### src/rtl/vpa_pkg.sv
// ----------------------------------------------------------------------------
// vpa_pkg
// Shared constants, command and status codes, and the request structs that
// travel between the voice pool allocator and its storage blocks.
// ----------------------------------------------------------------------------
package vpa_pkg;

    localparam int VOICES_PER_TYPE_DEF = 32;
    localparam int VOICE_TYPES_DEF     = 2;

    localparam int CMD_W  = 2;
    localparam int TYPE_W = 1;
    localparam int IDX_W  = 5;
    localparam int TICK_W = 32;
    localparam int STAT_W = 2;

    localparam logic [CMD_W-1:0] CMD_ALLOC = 2'd0;
    localparam logic [CMD_W-1:0] CMD_SET   = 2'd1;
    localparam logic [CMD_W-1:0] CMD_FREE  = 2'd2;
    localparam logic [CMD_W-1:0] CMD_SWEEP = 2'd3;

    localparam logic [STAT_W-1:0] ST_OK         = 2'd0;
    localparam logic [STAT_W-1:0] ST_EMPTY      = 2'd1;
    localparam logic [STAT_W-1:0] ST_NOT_ACTIVE = 2'd2;

    // free fifo request: pop at head or push at tail of one type
    typedef struct packed {
        logic              pop;
        logic              push;
        logic [TYPE_W-1:0] vtype;
        logic [IDX_W-1:0]  voice;
    } fifo_cmd_t;

    // release tick store request: write, clear, and the shared address
    typedef struct packed {
        logic              wr;
        logic              clr;
        logic [TYPE_W-1:0] vtype;
        logic [IDX_W-1:0]  voice;
        logic [TICK_W-1:0] tick;
    } tick_cmd_t;

endpackage

### src/rtl/vpa_free_fifo.sv
// ----------------------------------------------------------------------------
// vpa_free_fifo
// Per-type ring of free voices in one memory. Entries never written read as
// their slot number, which gives the ascending fill after reset.
// ----------------------------------------------------------------------------
module vpa_free_fifo #(
    parameter int VOICES_PER_TYPE = vpa_pkg::VOICES_PER_TYPE_DEF,
    parameter int VOICE_TYPES     = vpa_pkg::VOICE_TYPES_DEF
) (
    input  logic                       clk,
    input  logic                       rst_n,
    input  vpa_pkg::fifo_cmd_t         cmd,
    output logic [vpa_pkg::IDX_W-1:0]  rd_data
);
    import vpa_pkg::*;

    localparam int SLOT_W = (VOICES_PER_TYPE > 1) ? $clog2(VOICES_PER_TYPE) : 1;
    localparam int CNT_W  = $clog2(VOICES_PER_TYPE + 1);

    logic [IDX_W-1:0]  free_mem [VOICE_TYPES][VOICES_PER_TYPE];
    logic [VOICE_TYPES-1:0][VOICES_PER_TYPE-1:0] vld_reg;
    logic [VOICE_TYPES-1:0][SLOT_W-1:0] head_reg;
    logic [VOICE_TYPES-1:0][CNT_W-1:0]  cnt_reg;
    logic [IDX_W-1:0]  rd_data_reg;

    logic [SLOT_W-1:0] head;
    logic [CNT_W:0]    tail_sum;
    logic [SLOT_W-1:0] tail;
    logic [SLOT_W-1:0] head_inc;

    assign head     = head_reg[cmd.vtype];
    assign tail_sum = (CNT_W+1)'(head) + (CNT_W+1)'(cnt_reg[cmd.vtype]);
    assign tail     = (tail_sum >= (CNT_W+1)'(VOICES_PER_TYPE))
                    ? SLOT_W'(tail_sum - (CNT_W+1)'(VOICES_PER_TYPE))
                    : SLOT_W'(tail_sum);
    assign head_inc = (head == SLOT_W'(VOICES_PER_TYPE - 1)) ? '0 : SLOT_W'(head + 1'b1);
    assign rd_data  = rd_data_reg;

    always_ff @(posedge clk or negedge rst_n)
    begin
        if (!rst_n)
        begin
            vld_reg  <= '0;
            head_reg <= '0;
            for (int t = 0; t < VOICE_TYPES; t++)
            begin
                cnt_reg[t] <= CNT_W'(VOICES_PER_TYPE);
            end
        end
        else if (cmd.pop)
        begin
            head_reg[cmd.vtype] <= head_inc;
            cnt_reg[cmd.vtype]  <= cnt_reg[cmd.vtype] - 1'b1;
        end
        else if (cmd.push)
        begin
            vld_reg[cmd.vtype][tail] <= 1'b1;
            cnt_reg[cmd.vtype]       <= cnt_reg[cmd.vtype] + 1'b1;
        end
    end

    always_ff @(posedge clk)
    begin
        if (cmd.push)
        begin
            free_mem[cmd.vtype][tail] <= cmd.voice;
        end
        rd_data_reg <= vld_reg[cmd.vtype][head] ? free_mem[cmd.vtype][head]
                                                : IDX_W'(head);
    end

endmodule

### src/rtl/vpa_tick_ram.sv
// ----------------------------------------------------------------------------
// vpa_tick_ram
// Release tick memory, one word per voice. A cleared valid bit reads as zero.
// ----------------------------------------------------------------------------
module vpa_tick_ram #(
    parameter int VOICES_PER_TYPE = vpa_pkg::VOICES_PER_TYPE_DEF,
    parameter int VOICE_TYPES     = vpa_pkg::VOICE_TYPES_DEF
) (
    input  logic                        clk,
    input  logic                        rst_n,
    input  vpa_pkg::tick_cmd_t          cmd,
    output logic [vpa_pkg::TICK_W-1:0]  rd_data
);
    import vpa_pkg::*;

    localparam int SLOT_W = (VOICES_PER_TYPE > 1) ? $clog2(VOICES_PER_TYPE) : 1;

    logic [TICK_W-1:0] tick_mem [VOICE_TYPES][VOICES_PER_TYPE];
    logic [VOICE_TYPES-1:0][VOICES_PER_TYPE-1:0] vld_reg;
    logic [TICK_W-1:0] rd_data_reg;
    logic [SLOT_W-1:0] slot;

    assign slot    = cmd.voice[SLOT_W-1:0];
    assign rd_data = rd_data_reg;

    always_ff @(posedge clk or negedge rst_n)
    begin
        if (!rst_n)
        begin
            vld_reg <= '0;
        end
        else if (cmd.wr)
        begin
            vld_reg[cmd.vtype][slot] <= 1'b1;
        end
        else if (cmd.clr)
        begin
            vld_reg[cmd.vtype][slot] <= 1'b0;
        end
    end

    always_ff @(posedge clk)
    begin
        if (cmd.wr)
        begin
            tick_mem[cmd.vtype][slot] <= cmd.tick;
        end
        rd_data_reg <= vld_reg[cmd.vtype][slot] ? tick_mem[cmd.vtype][slot] : '0;
    end

endmodule

### src/rtl/voice_pool_allocator.sv
// steps: allocate pops the free fifo and emits from S_ALLOC, an empty pool emits
// straight away; free and sweep walk the active list memory one entry at a time
// through S_WRD, S_WVOICE and S_WDEC; set release finishes in S_IDLE.
// throughput: one item at a time; a new command is taken only in S_IDLE.
// reset: asynchronous, all pools ready at once, no clearing pass.
// ----------------------------------------------------------------------------
// voice_pool_allocator
// Free fifo and ordered active list per voice type, with allocate, set
// release, free and sweep commands driven by a read-modify-write sequencer.
// ----------------------------------------------------------------------------
module voice_pool_allocator #(
    parameter int VOICES_PER_TYPE = vpa_pkg::VOICES_PER_TYPE_DEF,
    parameter int VOICE_TYPES     = vpa_pkg::VOICE_TYPES_DEF
) (
    input  logic                        clk,
    input  logic                        rst_n,
    input  logic                        in_valid,
    output logic                        in_ready,
    input  logic [vpa_pkg::CMD_W-1:0]   cmd,
    input  logic [vpa_pkg::TYPE_W-1:0]  voice_type,
    input  logic [vpa_pkg::IDX_W-1:0]   voice_index,
    input  logic [vpa_pkg::TICK_W-1:0]  release_tick,
    input  logic [vpa_pkg::TICK_W-1:0]  work_tick,
    output logic                        out_valid,
    input  logic                        out_ready,
    output logic [vpa_pkg::TYPE_W-1:0]  out_type,
    output logic [vpa_pkg::IDX_W-1:0]   out_index,
    output logic [vpa_pkg::STAT_W-1:0]  status,
    output logic                        reclaimed,
    output logic                        last
);
    import vpa_pkg::*;

    localparam int SLOT_W = (VOICES_PER_TYPE > 1) ? $clog2(VOICES_PER_TYPE) : 1;
    localparam int CNT_W  = $clog2(VOICES_PER_TYPE + 1);

    typedef enum logic [2:0] {
        S_IDLE, S_ALLOC, S_WRD, S_WVOICE, S_WDEC, S_EMIT
    } state_t;

    state_t state_reg, state_next, ret_reg, ret_next;
    logic [CMD_W-1:0]  cmd_reg, cmd_next;
    logic [TYPE_W-1:0] typ_reg, typ_next;
    logic [IDX_W-1:0]  vin_reg, vin_next;
    logic [TICK_W-1:0] wtick_reg, wtick_next;
    logic [CNT_W-1:0]  r_reg, r_next, w_reg, w_next, len_reg, len_next;
    logic [IDX_W-1:0]  voice_reg, voice_next;
    logic              pend_vld_reg, pend_vld_next;
    logic [TYPE_W-1:0] pend_typ_reg, pend_typ_next;
    logic [IDX_W-1:0]  pend_idx_reg, pend_idx_next;
    logic [TYPE_W-1:0] res_typ_reg, res_typ_next;
    logic [IDX_W-1:0]  res_idx_reg, res_idx_next;
    logic [STAT_W-1:0] res_st_reg, res_st_next;
    logic              res_rec_reg, res_rec_next;
    logic              res_last_reg, res_last_next;
    logic              out_valid_reg, out_valid_next;
    logic [TYPE_W-1:0] out_type_reg, out_type_next;
    logic [IDX_W-1:0]  out_index_reg, out_index_next;
    logic [STAT_W-1:0] status_reg, status_next;
    logic              reclaimed_reg, reclaimed_next;
    logic              last_reg, last_next;
    logic [VOICE_TYPES-1:0][CNT_W-1:0] act_cnt_reg, act_cnt_next;
    logic [VOICE_TYPES-1:0][VOICES_PER_TYPE-1:0] flag_reg, flag_next;

    // active list memory
    logic [IDX_W-1:0]  act_mem [VOICE_TYPES][VOICES_PER_TYPE];
    logic [IDX_W-1:0]  act_rd_reg;
    logic              act_we;
    logic [SLOT_W-1:0] act_wslot;
    logic [IDX_W-1:0]  act_wdata;

    fifo_cmd_t         fifo_cmd;
    tick_cmd_t         tick_cmd;
    logic [IDX_W-1:0]  fifo_rd;
    logic [TICK_W-1:0] tick_rd;

    logic accept, out_free, type_ok, idx_ok, drop;

    vpa_free_fifo #(
        .VOICES_PER_TYPE (VOICES_PER_TYPE),
        .VOICE_TYPES     (VOICE_TYPES)
    ) u_free_fifo (
        .clk     (clk),
        .rst_n   (rst_n),
        .cmd     (fifo_cmd),
        .rd_data (fifo_rd)
    );

    vpa_tick_ram #(
        .VOICES_PER_TYPE (VOICES_PER_TYPE),
        .VOICE_TYPES     (VOICE_TYPES)
    ) u_tick_ram (
        .clk     (clk),
        .rst_n   (rst_n),
        .cmd     (tick_cmd),
        .rd_data (tick_rd)
    );

    assign in_ready  = (state_reg == S_IDLE);
    assign accept    = in_valid && in_ready;
    assign out_free  = !out_valid_reg || out_ready;
    assign type_ok   = (32'(voice_type) < VOICE_TYPES);
    assign idx_ok    = (32'(voice_index) < VOICES_PER_TYPE);
    assign drop      = (cmd_reg == CMD_FREE) ? (voice_reg == vin_reg)
                     : ((tick_rd != '0) && (tick_rd < wtick_reg));

    assign out_valid = out_valid_reg;
    assign out_type  = out_type_reg;
    assign out_index = out_index_reg;
    assign status    = status_reg;
    assign reclaimed = reclaimed_reg;
    assign last      = last_reg;

    always_comb
    begin
        state_next     = state_reg;
        ret_next       = ret_reg;
        cmd_next       = cmd_reg;
        typ_next       = typ_reg;
        vin_next       = vin_reg;
        wtick_next     = wtick_reg;
        r_next         = r_reg;
        w_next         = w_reg;
        len_next       = len_reg;
        voice_next     = voice_reg;
        pend_vld_next  = pend_vld_reg;
        pend_typ_next  = pend_typ_reg;
        pend_idx_next  = pend_idx_reg;
        res_typ_next   = res_typ_reg;
        res_idx_next   = res_idx_reg;
        res_st_next    = res_st_reg;
        res_rec_next   = res_rec_reg;
        res_last_next  = res_last_reg;
        out_valid_next = out_valid_reg && !out_ready;
        out_type_next  = out_type_reg;
        out_index_next = out_index_reg;
        status_next    = status_reg;
        reclaimed_next = reclaimed_reg;
        last_next      = last_reg;
        act_cnt_next   = act_cnt_reg;
        flag_next      = flag_reg;
        act_we         = 1'b0;
        act_wslot      = w_reg[SLOT_W-1:0];
        act_wdata      = voice_reg;
        fifo_cmd       = '0;
        fifo_cmd.vtype = typ_reg;
        fifo_cmd.voice = voice_reg;
        tick_cmd       = '0;
        tick_cmd.vtype = typ_reg;
        tick_cmd.voice = act_rd_reg;
        tick_cmd.tick  = release_tick;

        case (state_reg)
            S_IDLE:
            begin
                tick_cmd.vtype = voice_type;
                tick_cmd.voice = voice_index;
                if (accept)
                begin
                    cmd_next   = cmd;
                    typ_next   = voice_type;
                    vin_next   = voice_index;
                    wtick_next = work_tick;
                    r_next     = '0;
                    w_next     = '0;
                    ret_next   = S_IDLE;
                    case (cmd)
                        CMD_ALLOC:
                        begin
                            if (type_ok
                                && act_cnt_reg[voice_type] != CNT_W'(VOICES_PER_TYPE))
                            begin
                                fifo_cmd.pop   = 1'b1;
                                fifo_cmd.vtype = voice_type;
                                state_next     = S_ALLOC;
                            end
                            else
                            begin
                                res_typ_next  = voice_type;
                                res_idx_next  = '0;
                                res_st_next   = ST_EMPTY;
                                res_rec_next  = 1'b0;
                                res_last_next = 1'b1;
                                state_next    = S_EMIT;
                            end
                        end
                        CMD_SET:
                        begin
                            tick_cmd.wr = type_ok && idx_ok;
                        end
                        CMD_FREE:
                        begin
                            if (type_ok && idx_ok
                                && flag_reg[voice_type][voice_index[SLOT_W-1:0]])
                            begin
                                len_next   = act_cnt_reg[voice_type];
                                state_next = S_WRD;
                            end
                            else
                            begin
                                res_typ_next  = voice_type;
                                res_idx_next  = voice_index;
                                res_st_next   = ST_NOT_ACTIVE;
                                res_rec_next  = 1'b0;
                                res_last_next = 1'b1;
                                state_next    = S_EMIT;
                            end
                        end
                        default:
                        begin
                            typ_next      = '0;
                            len_next      = act_cnt_reg[0];
                            pend_vld_next = 1'b0;
                            state_next    = S_WRD;
                        end
                    endcase
                end
            end
            S_ALLOC:
            begin
                // head voice arrives from the free fifo
                flag_next[typ_reg][fifo_rd[SLOT_W-1:0]] = 1'b1;
                tick_cmd.clr   = 1'b1;
                tick_cmd.voice = fifo_rd;
                act_we         = 1'b1;
                act_wslot      = act_cnt_reg[typ_reg][SLOT_W-1:0];
                act_wdata      = fifo_rd;
                act_cnt_next[typ_reg] = act_cnt_reg[typ_reg] + 1'b1;
                res_typ_next   = typ_reg;
                res_idx_next   = fifo_rd;
                res_st_next    = ST_OK;
                res_rec_next   = 1'b0;
                res_last_next  = 1'b1;
                ret_next       = S_IDLE;
                state_next     = S_EMIT;
            end
            S_WRD:
            begin
                if (r_reg == len_reg)
                begin
                    if (cmd_reg == CMD_SWEEP && typ_reg == '0 && VOICE_TYPES > 1)
                    begin
                        typ_next = TYPE_W'(1);
                        r_next   = '0;
                        w_next   = '0;
                        len_next = act_cnt_reg[TYPE_W'(VOICE_TYPES - 1)];
                    end
                    else
                    begin
                        res_st_next   = ST_OK;
                        res_last_next = 1'b1;
                        if (cmd_reg == CMD_FREE)
                        begin
                            res_typ_next = typ_reg;
                            res_idx_next = vin_reg;
                            res_rec_next = 1'b0;
                        end
                        else if (pend_vld_reg)
                        begin
                            res_typ_next = pend_typ_reg;
                            res_idx_next = pend_idx_reg;
                            res_rec_next = 1'b1;
                        end
                        else
                        begin
                            res_typ_next = '0;
                            res_idx_next = '0;
                            res_rec_next = 1'b0;
                        end
                        ret_next   = S_IDLE;
                        state_next = S_EMIT;
                    end
                end
                else
                begin
                    state_next = S_WVOICE;
                end
            end
            S_WVOICE:
            begin
                voice_next = act_rd_reg;
                state_next = S_WDEC;
            end
            S_WDEC:
            begin
                r_next     = r_reg + 1'b1;
                state_next = S_WRD;
                if (drop)
                begin
                    flag_next[typ_reg][voice_reg[SLOT_W-1:0]] = 1'b0;
                    fifo_cmd.push = 1'b1;
                    act_cnt_next[typ_reg] = act_cnt_reg[typ_reg] - 1'b1;
                    if (cmd_reg == CMD_SWEEP)
                    begin
                        pend_vld_next = 1'b1;
                        pend_typ_next = typ_reg;
                        pend_idx_next = voice_reg;
                        // the previous reclaim is known not to be the final one
                        if (pend_vld_reg)
                        begin
                            res_typ_next  = pend_typ_reg;
                            res_idx_next  = pend_idx_reg;
                            res_st_next   = ST_OK;
                            res_rec_next  = 1'b1;
                            res_last_next = 1'b0;
                            ret_next      = S_WRD;
                            state_next    = S_EMIT;
                        end
                    end
                end
                else
                begin
                    // compact kept entries toward the front
                    act_we = 1'b1;
                    w_next = w_reg + 1'b1;
                end
            end
            S_EMIT:
            begin
                if (out_free)
                begin
                    out_valid_next = 1'b1;
                    out_type_next  = res_typ_reg;
                    out_index_next = res_idx_reg;
                    status_next    = res_st_reg;
                    reclaimed_next = res_rec_reg;
                    last_next      = res_last_reg;
                    state_next     = ret_reg;
                end
            end
            default:
            begin
                state_next = S_IDLE;
            end
        endcase
    end

    always_ff @(posedge clk or negedge rst_n)
    begin
        if (!rst_n)
        begin
            state_reg     <= S_IDLE;
            ret_reg       <= S_IDLE;
            pend_vld_reg  <= 1'b0;
            out_valid_reg <= 1'b0;
            act_cnt_reg   <= '0;
            flag_reg      <= '0;
        end
        else
        begin
            state_reg     <= state_next;
            ret_reg       <= ret_next;
            pend_vld_reg  <= pend_vld_next;
            out_valid_reg <= out_valid_next;
            act_cnt_reg   <= act_cnt_next;
            flag_reg      <= flag_next;
        end
    end

    always_ff @(posedge clk)
    begin
        cmd_reg       <= cmd_next;
        typ_reg       <= typ_next;
        vin_reg       <= vin_next;
        wtick_reg     <= wtick_next;
        r_reg         <= r_next;
        w_reg         <= w_next;
        len_reg       <= len_next;
        voice_reg     <= voice_next;
        pend_typ_reg  <= pend_typ_next;
        pend_idx_reg  <= pend_idx_next;
        res_typ_reg   <= res_typ_next;
        res_idx_reg   <= res_idx_next;
        res_st_reg    <= res_st_next;
        res_rec_reg   <= res_rec_next;
        res_last_reg  <= res_last_next;
        out_type_reg  <= out_type_next;
        out_index_reg <= out_index_next;
        status_reg    <= status_next;
        reclaimed_reg <= reclaimed_next;
        last_reg      <= last_next;
    end

    always_ff @(posedge clk)
    begin
        if (act_we)
        begin
            act_mem[typ_reg][act_wslot] <= act_wdata;
        end
        act_rd_reg <= act_mem[typ_reg][r_reg[SLOT_W-1:0]];
    end

endmodule

### config.mk
export PLATFORM = sky130hd
export DESIGN_NAME = voice_pool_allocator
export DESIGN_NICKNAME = d
export VERILOG_FILES = /design/src/rtl/vpa_pkg.sv /design/src/rtl/vpa_free_fifo.sv /design/src/rtl/vpa_tick_ram.sv /design/src/rtl/voice_pool_allocator.sv
export SDC_FILE = /design/constraint.sdc
export NUM_CORES = 2
export LEC_CHECK = 0
export BUFFER_PORTS_ARGS = -buffer_cell sky130_fd_sc_hd__buf_2
export CAP_MARGIN = 25
export CORE_MARGIN = 5
export CORE_UTILIZATION = 40
export DETAILED_ROUTE_END_ITERATION = 8
export REMOVE_ABC_BUFFERS = 1
export SYNTH_ARGS = -nofsm -noshare
export SYNTH_HDL_FRONTEND = slang
export SYNTH_SLANG_ARGS = --single-unit
### constraint.sdc
create_clock -name clk -period 7.85 [get_ports clk]
set_input_delay 0.785 -clock clk [delete_from_list [all_inputs] [get_ports clk]]
set_output_delay 0.785 -clock clk [all_outputs]
set_load 0.1 [all_outputs]
* Yosys cells after proc, flatten, opt, wreduce, memory -nomap -nowiden *
Memory sizes are Yosys's and may differ from the RTL's. A register that Yosys moved wholly into a read port is not among the register bits.
Index checks and enable logic that the tools add are counted.

storage, ports and cells
  register bits after elaboration = 365
  word-level logic and storage cells = 361
  memories = 3
  memory bits (writable) = 2,688

cells by class
  add/subtract/negate cells = 9
  multiplexer cells = 197
  equal/unequal tests = 30
  magnitude comparators = 27
  reductions and logical operators = 42
  bitwise logic cells = 14

memory list
  memory                words  bits a word  read ports  clocked after Yosys merged registers in  write ports  line                        RTL
  u_tick_ram.tick_mem   2      1,024        1           0                                        1            vpa_tick_ram.sv:18          logic [TICK_W-1:0] tick_mem [VOICE_TYPES][VOICES_PER_TYPE];
  act_mem               2      160          1           1                                        1            voice_pool_allocator.sv:66  logic [IDX_W-1:0] act_mem [VOICE_TYPES][VOICES_PER_TYPE];
  u_free_fifo.free_mem  2      160          1           0                                        1            vpa_free_fifo.sv:20         logic [IDX_W-1:0] free_mem [VOICE_TYPES][VOICES_PER_TYPE];

operator list
  operator                                                                       count
  1024-bit two-way mux                                                           1
  32-bit two-way mux                                                             13
  160-bit two-way mux                                                            2
  64-bit two-way mux                                                             3
  64-bit bitwise OR                                                              3
  32-bit binary-select mux with 5-bit select                                     1
  32-bit demux with 5-bit select                                                 1
  64-bit bitwise AND                                                             2
  32-bit demux with 1-bit select                                                 4
  64-bit NOT                                                                     2
  64-bit one-hot mux with 2 select lines                                         1
  5-bit two-way mux                                                              24
  6-bit two-way mux                                                              15
  1-bit two-way mux                                                              66
  5-bit binary-select mux with 5-bit select                                      2
  5-bit demux with 5-bit select                                                  2
  12-bit bitwise mux                                                             4
  3-bit two-way mux                                                              15
  5-bit by 6-bit less-than comparator with 1-bit output (second input constant)  6
  12-bit two-way mux                                                             3
  6-bit one-hot mux with 3 select lines                                          2
  32-bit less-than comparator                                                    1
  32-bit nonzero test                                                            1
  6-bit greater-or-equal comparator (second input constant)                      5
  other kinds (59)                                                               140

* Logic depth before layout (Yosys ltp) *
  depth after elaboration = 19
  mapped depth = 20
  mapped depth without buffers = 12

* Modules after synthesis *
A second synthesis with hierarchy kept.

unflattened totals
  cell total of the unflattened synthesis = 6,660
  area, all modules = 121,054.9 um^2

by module, submodules not included
  module                area an instance (um^2)  cells each  times used
  vpa_tick_ram          82,041.2                 3,997       1
  voice_pool_allocator  21,758.4                 1,424       1
  vpa_free_fifo         17,255.3                 1,239       1

* Least setup slack after synthesis *
Ideal clock, no wire load.

  path type = reg2reg
  from = register state_reg[0]
  to = memory u_tick_ram.tick_mem[1][0] (netlist bit) (enable)
  buffers on the path = 8
  data arrival time = 4.721 ns
  library setup time = 0.421 ns
  clock period less this slack = 5.142 ns
  required time = 7.429 ns
  slack = 2.708 ns
  stages on the path, launching flop included = 16
  cell sequence = dfrtp_1 -> buf_2 -> or3_1 -> clkbuf_2 -> clkinv_1 -> nor2_1 -> a21oi_2 -> buf_6 -> buf_8 -> buf_6 -> buf_6 -> buf_6 -> nor3_1 -> nand2_1 -> buf_2 -> nor2_1

between the ends
  cells in the longest elaborated chain, start to end = 8
  elaborated cells between the ends (all ways) = 15

ends and longest elaborated chain
  element                                                                                                                           line                         RTL
  start, declared                                                                                                                   voice_pool_allocator.sv:41   state_t state_reg, state_next, ret_reg, ret_next;
  start signal, assigned                                                                                                            voice_pool_allocator.sv:351  state_reg <= state_next;
  3-bit logical NOT *                                                                                                               voice_pool_allocator.sv:99   assign in_ready = (state_reg == S_IDLE);
  net in_ready                                                                                                                      voice_pool_allocator.sv:18   output logic in_ready,
  5-bit one-hot mux with 2 select lines                                                                                             voice_pool_allocator.sv:153  case (state_reg)
  5-bit NOT with 6-bit output (not written as such)                                                                                 vpa_tick_ram.sv:46           tick_mem[cmd.vtype][slot] <= cmd.tick;
  6-bit greater-or-equal comparator (not written as such) or 6-bit by 1-bit less-than comparator with 1-bit output (tied branches)  vpa_tick_ram.sv:46
  1-bit logical AND (not written as such)                                                                                           vpa_tick_ram.sv:46
  32-bit two-way mux (not written as such)                                                                                          vpa_tick_ram.sv:46
  32-bit demux with 5-bit select                                                                                                    vpa_tick_ram.sv:46
  1024-bit two-way mux (not written as such)                                                                                        vpa_tick_ram.sv:46
  end, declared                                                                                                                     vpa_tick_ram.sv:18

The timed path passes the listed nets; every way through them passes the cells marked *.

* Final worst setup path *
  from = register state_reg[0]
  to = memory u_free_fifo.free_mem[1][98] (netlist bit) (enable)

between the ends
  cells in the longest elaborated chain, start to end = 15
  elaborated cells between the ends (all ways) = 22

ends and longest elaborated chain
  element                                                                                                                           line                                                     RTL
  3-bit logical NOT                                                                                                                 voice_pool_allocator.sv:99, voice_pool_allocator.sv:153
  1-bit logical AND                                                                                                                 voice_pool_allocator.sv:100                              assign accept = in_valid && in_ready;
  1-bit two-way mux                                                                                                                 voice_pool_allocator.sv:158                              if (accept)
  1-bit two-way mux                                                                                                                 voice_pool_allocator.sv:153
  5-bit two-way mux (not written as such) or 6-bit two-way mux (tied branches) (2 in a row)                                         vpa_free_fifo.sv:31, vpa_free_fifo.sv:32
  5-bit by 6-bit adder with 7-bit output                                                                                            vpa_free_fifo.sv:32                                      assign tail_sum = (CNT_W+1)'(head) + (CNT_W+1)'(cnt_reg[cmd.vtype]);
  7-bit by 6-bit greater-or-equal comparator with 1-bit output or 5-bit by 1-bit subtractor with 5-bit output (tied branches)       vpa_free_fifo.sv:33, vpa_free_fifo.sv:34
  5-bit two-way mux                                                                                                                 vpa_free_fifo.sv:34                                      ? SLOT_W'(tail_sum - (CNT_W+1)'(VOICES_PER_TYPE))
  5-bit NOT with 6-bit output (not written as such)                                                                                 vpa_free_fifo.sv:66                                      free_mem[cmd.vtype][tail] <= cmd.voice;
  6-bit greater-or-equal comparator (not written as such) or 6-bit by 1-bit less-than comparator with 1-bit output (tied branches)  vpa_free_fifo.sv:66
  1-bit logical AND (not written as such)                                                                                           vpa_free_fifo.sv:66
  5-bit two-way mux (not written as such)                                                                                           vpa_free_fifo.sv:66
  5-bit demux with 5-bit select                                                                                                     vpa_free_fifo.sv:66
  160-bit two-way mux (not written as such)                                                                                         vpa_free_fifo.sv:66
  end, declared                                                                                                                     vpa_free_fifo.sv:20

Parallel ways exist; a longest one is shown, timed or not. The select of a mux whose other input is x is not followed.

==> flow_summary.yaml <==
route:
  post_drt_via_cell_ratio: 5.81
  vias: 64092
  antenna_left: 0
  drtPass1Iterations: 6
  drc_errors: 0
  drt-initial-drc-count: 7426
  routed_wl_um: 330000
  avgRoutedWirePerCell_um: 29.9
outcome:
  status: "complete, no violations"
sta:
  max_freq_mhz: 161
  fin_crit_ns: 6.23
  fin_skew_ns: 0.0368
  finalSetupViolCount: 0
  setup_tns_ns: 0
  rsz0062_at_grt: "false"
  slew_headroom_pct: 24.8
  post-route-period-util_pct: 79.4
  finalMaxSlewViolations: 0
  hold_violations: 0
  worst_slew_pin_slew_ns: 1.12
  holdWs_ns: 0.0952
global_routing:
  grtUsageTotal_pct: 20.6
  antenna_found_initial: 17
  grt_pass1_wl_um: 473000
  busiest_layer: "met2"
  grt_start_max_net_pins: 131
  grt_pass1_vias: 65007
  met2_usage_pct: 33.3
  met3_usage_pct: 4.13
  grt.overflow.total: 0
  use_met1_pct: 27.9
synthesis:
  yosysUniqueCellTypes: 77
  ys_seq_area_share_pct: 74.6
  syn_area_per_cell_um2: 18.5
  ys_ff_latch: 3049
  syn-cell-area_mm2: 0.121
  async_flop_share_pct: 7.54
  netlist_instances: 6539
  synth-edff-count: 2776
  yosysWarnings: 0
  synth_ff_type: "edfxtp_1"
critical_path:
  cp-start-kind: "flip-flop"
  crit_chain: "or3_1, nor4_2, a21oi_1, nor2_8, mux2i_1, inv_1, ha_1, a221oi_1, xor2_1, nand3_1, nor2_1"
  worstSetupPathType: "flip-flop to flip-flop"
  cp.buffers_inverters: 1
  worstPathArrival_ns: 6.74
  end_kind: "flip-flop"
  worst-path-max-fanout: 37
  slowest_delay_ns: 0.70
  cpMaxStageDelayCell: "dfrtp_1"
  crit_family: "simple AND/OR/NAND/NOR gates"
  critPathRequiredTime_ns: 8.36
final_layout:
  nets: 6939
  largest_register: "u_tick_ram.tick_mem"
  layout-drive-gt1-share_pct: 21.9
  largestRegisters: "u_tick_ram.tick_mem: 2048 flops, act_mem: 320 flops, u_free_fifo.free_mem: 320 flops"
  area_growth_pct: 13.8
  largest_reg_flops: 2048
  fin_util_pct: 45.8
  final_common_cell: "edfxtp_1"
  final_cell_mix: "2,776 x edfxtp_1, 639 x mux4_2, 574 x nand2_1"
  fin_area_mm2: 0.137
clock_network:
  ctsHtreeMaxLevel: 5
  cts_hold_buffers: 1
  cts_tree: "built"
  cts_sinks: 3049
  cts_root_buffer: "clkbuf_16"
  cts.reportedPaths.clkPinSlew_ns: 0.06
  ctsResizeCount: 0
  numCtsBuffers: 315
  postCtsSetupBuffers: 0
  clock_path_buffers: 4
  clock_latency_ns: 0.87
placed_design:
  io_buffers: 87
  dp_hpwl_um: 194000
  globalplace.congestion: 0.868
  placed_area_mm2: 0.127
flow_run:
  drv_cap: 0
floorplan:
  core_mm2: 0.300
  rows: 201
  ioPinCount: 88
  die_width_um: 559
  start_util_pct: 40.2
  die_h_um: 559
  dieArea_mm2: 0.313
power_and_ir_drop:
  power.total_mw: 53.2
  leakagePower_nw: 45.1
  max-vdd-ir-drop_uv: 344
  powerDensity_mw_per_mm2: 387
min_path:
  min_path_type: "input port to flip-flop"
## per-layer routing
layer / part of all wire [%] / vias to the layer above
met5: 0.0039 / -
met4: 4.2 / 2
met3: 8.0 / 545
met2: 48 / 2751
met1: 40 / 33946
li1: - / 26848
## per-stage QoR
step	worst slack [ns]	instances
global route	1.36	11026
detailed placement	1.80	10451
CTS	1.78	11015
floorplan	-34.06	6170
global placement	1.63	10441
finish	1.62	11031
## power breakdown
part / leakage (nW) / total, mW / internal, mW / switching (mW)
registers: 28.4 / 19.4 / 18.8 / 0.621
logic: 11.7 / 18.9 / 6.93 / 12.0
clock network: 4.92 / 14.8 / 8.64 / 6.14
total: 45.1 / 53.2 / 34.4 / 18.8
## cell families (layout without fill, tap and decap cells)
group                    after synthesis  in the layout  share of synthesized area (%)
buffers and inverters                438            966                           1.67
XOR/XNOR                              52             52                          0.393
flip-flops                          3049           3049                           74.6
AO/OA/AOI/OAI                        788            788                           4.06
multiplexers                         929            929                           14.4
adder cells (fa/ha/maj)               42             42                          0.435
AND/OR/NAND/NOR                     1241           1241                           4.47
other                                  0              6                              0
## cells in the mapped netlist, drive strengths merged (85+ instances only)
| cell | n | share of area (%) |
|---|---|---|
| edfxtp | 2776 | 69 |
| mux4 | 644 | 12 |
| nand2 | 580 | 1.8 |
| nor2 | 289 | 0.91 |
| o21ai | 277 | 1.1 |
| mux2i | 252 | 2.1 |
| dfrtp | 230 | 4.8 |
| clkbuf | 226 | 0.70 |
| nand3 | 194 | 0.82 |
| buf | 143 | 0.75 |
| a21oi | 120 | 0.50 |
| o22ai | 85 | 0.44 |
## area by class of cell
| cell class | instances | area (um^2) |
|---|---|---|
| Sequential cell | 3049 | 90000 |
| Multi-Input combinational cell | 3052 | 29400 |
| Timing Repair Buffer | 334 | 2610 |
| Fill cell | 25263 | 163000 |
| Antenna cell | 6 | 15.0 |
| Clock buffer | 399 | 8510 |
| Tap cell | 3958 | 4950 |
| Inverter | 69 | 259 |
| Clock inverter | 164 | 1620 |
## path summary, 6_finish.rpt
check / cells after the start / startpoint / slack [ns] / end
worst min-delay path: 1 / work_tick[22] / 0.1 / wtick_reg[22]
worst max-delay path: 11 / state_reg[0] / 1.62 / u_free_fifo.free_mem[1][98]
worst min register to register: 0 / res_st_reg[0] / 0.42 / status[0]
max in group asynchronous: 3 / rst_n / 6.01 / asynchronous set/reset pin
worst max register to register: 11 / state_reg[0] / 1.62 / u_free_fifo.free_mem[1][98]
min in group asynchronous: 2 / rst_n / 0.59 / act_cnt_reg[3]
Note: power is estimated with default switching activity, not from simulation.
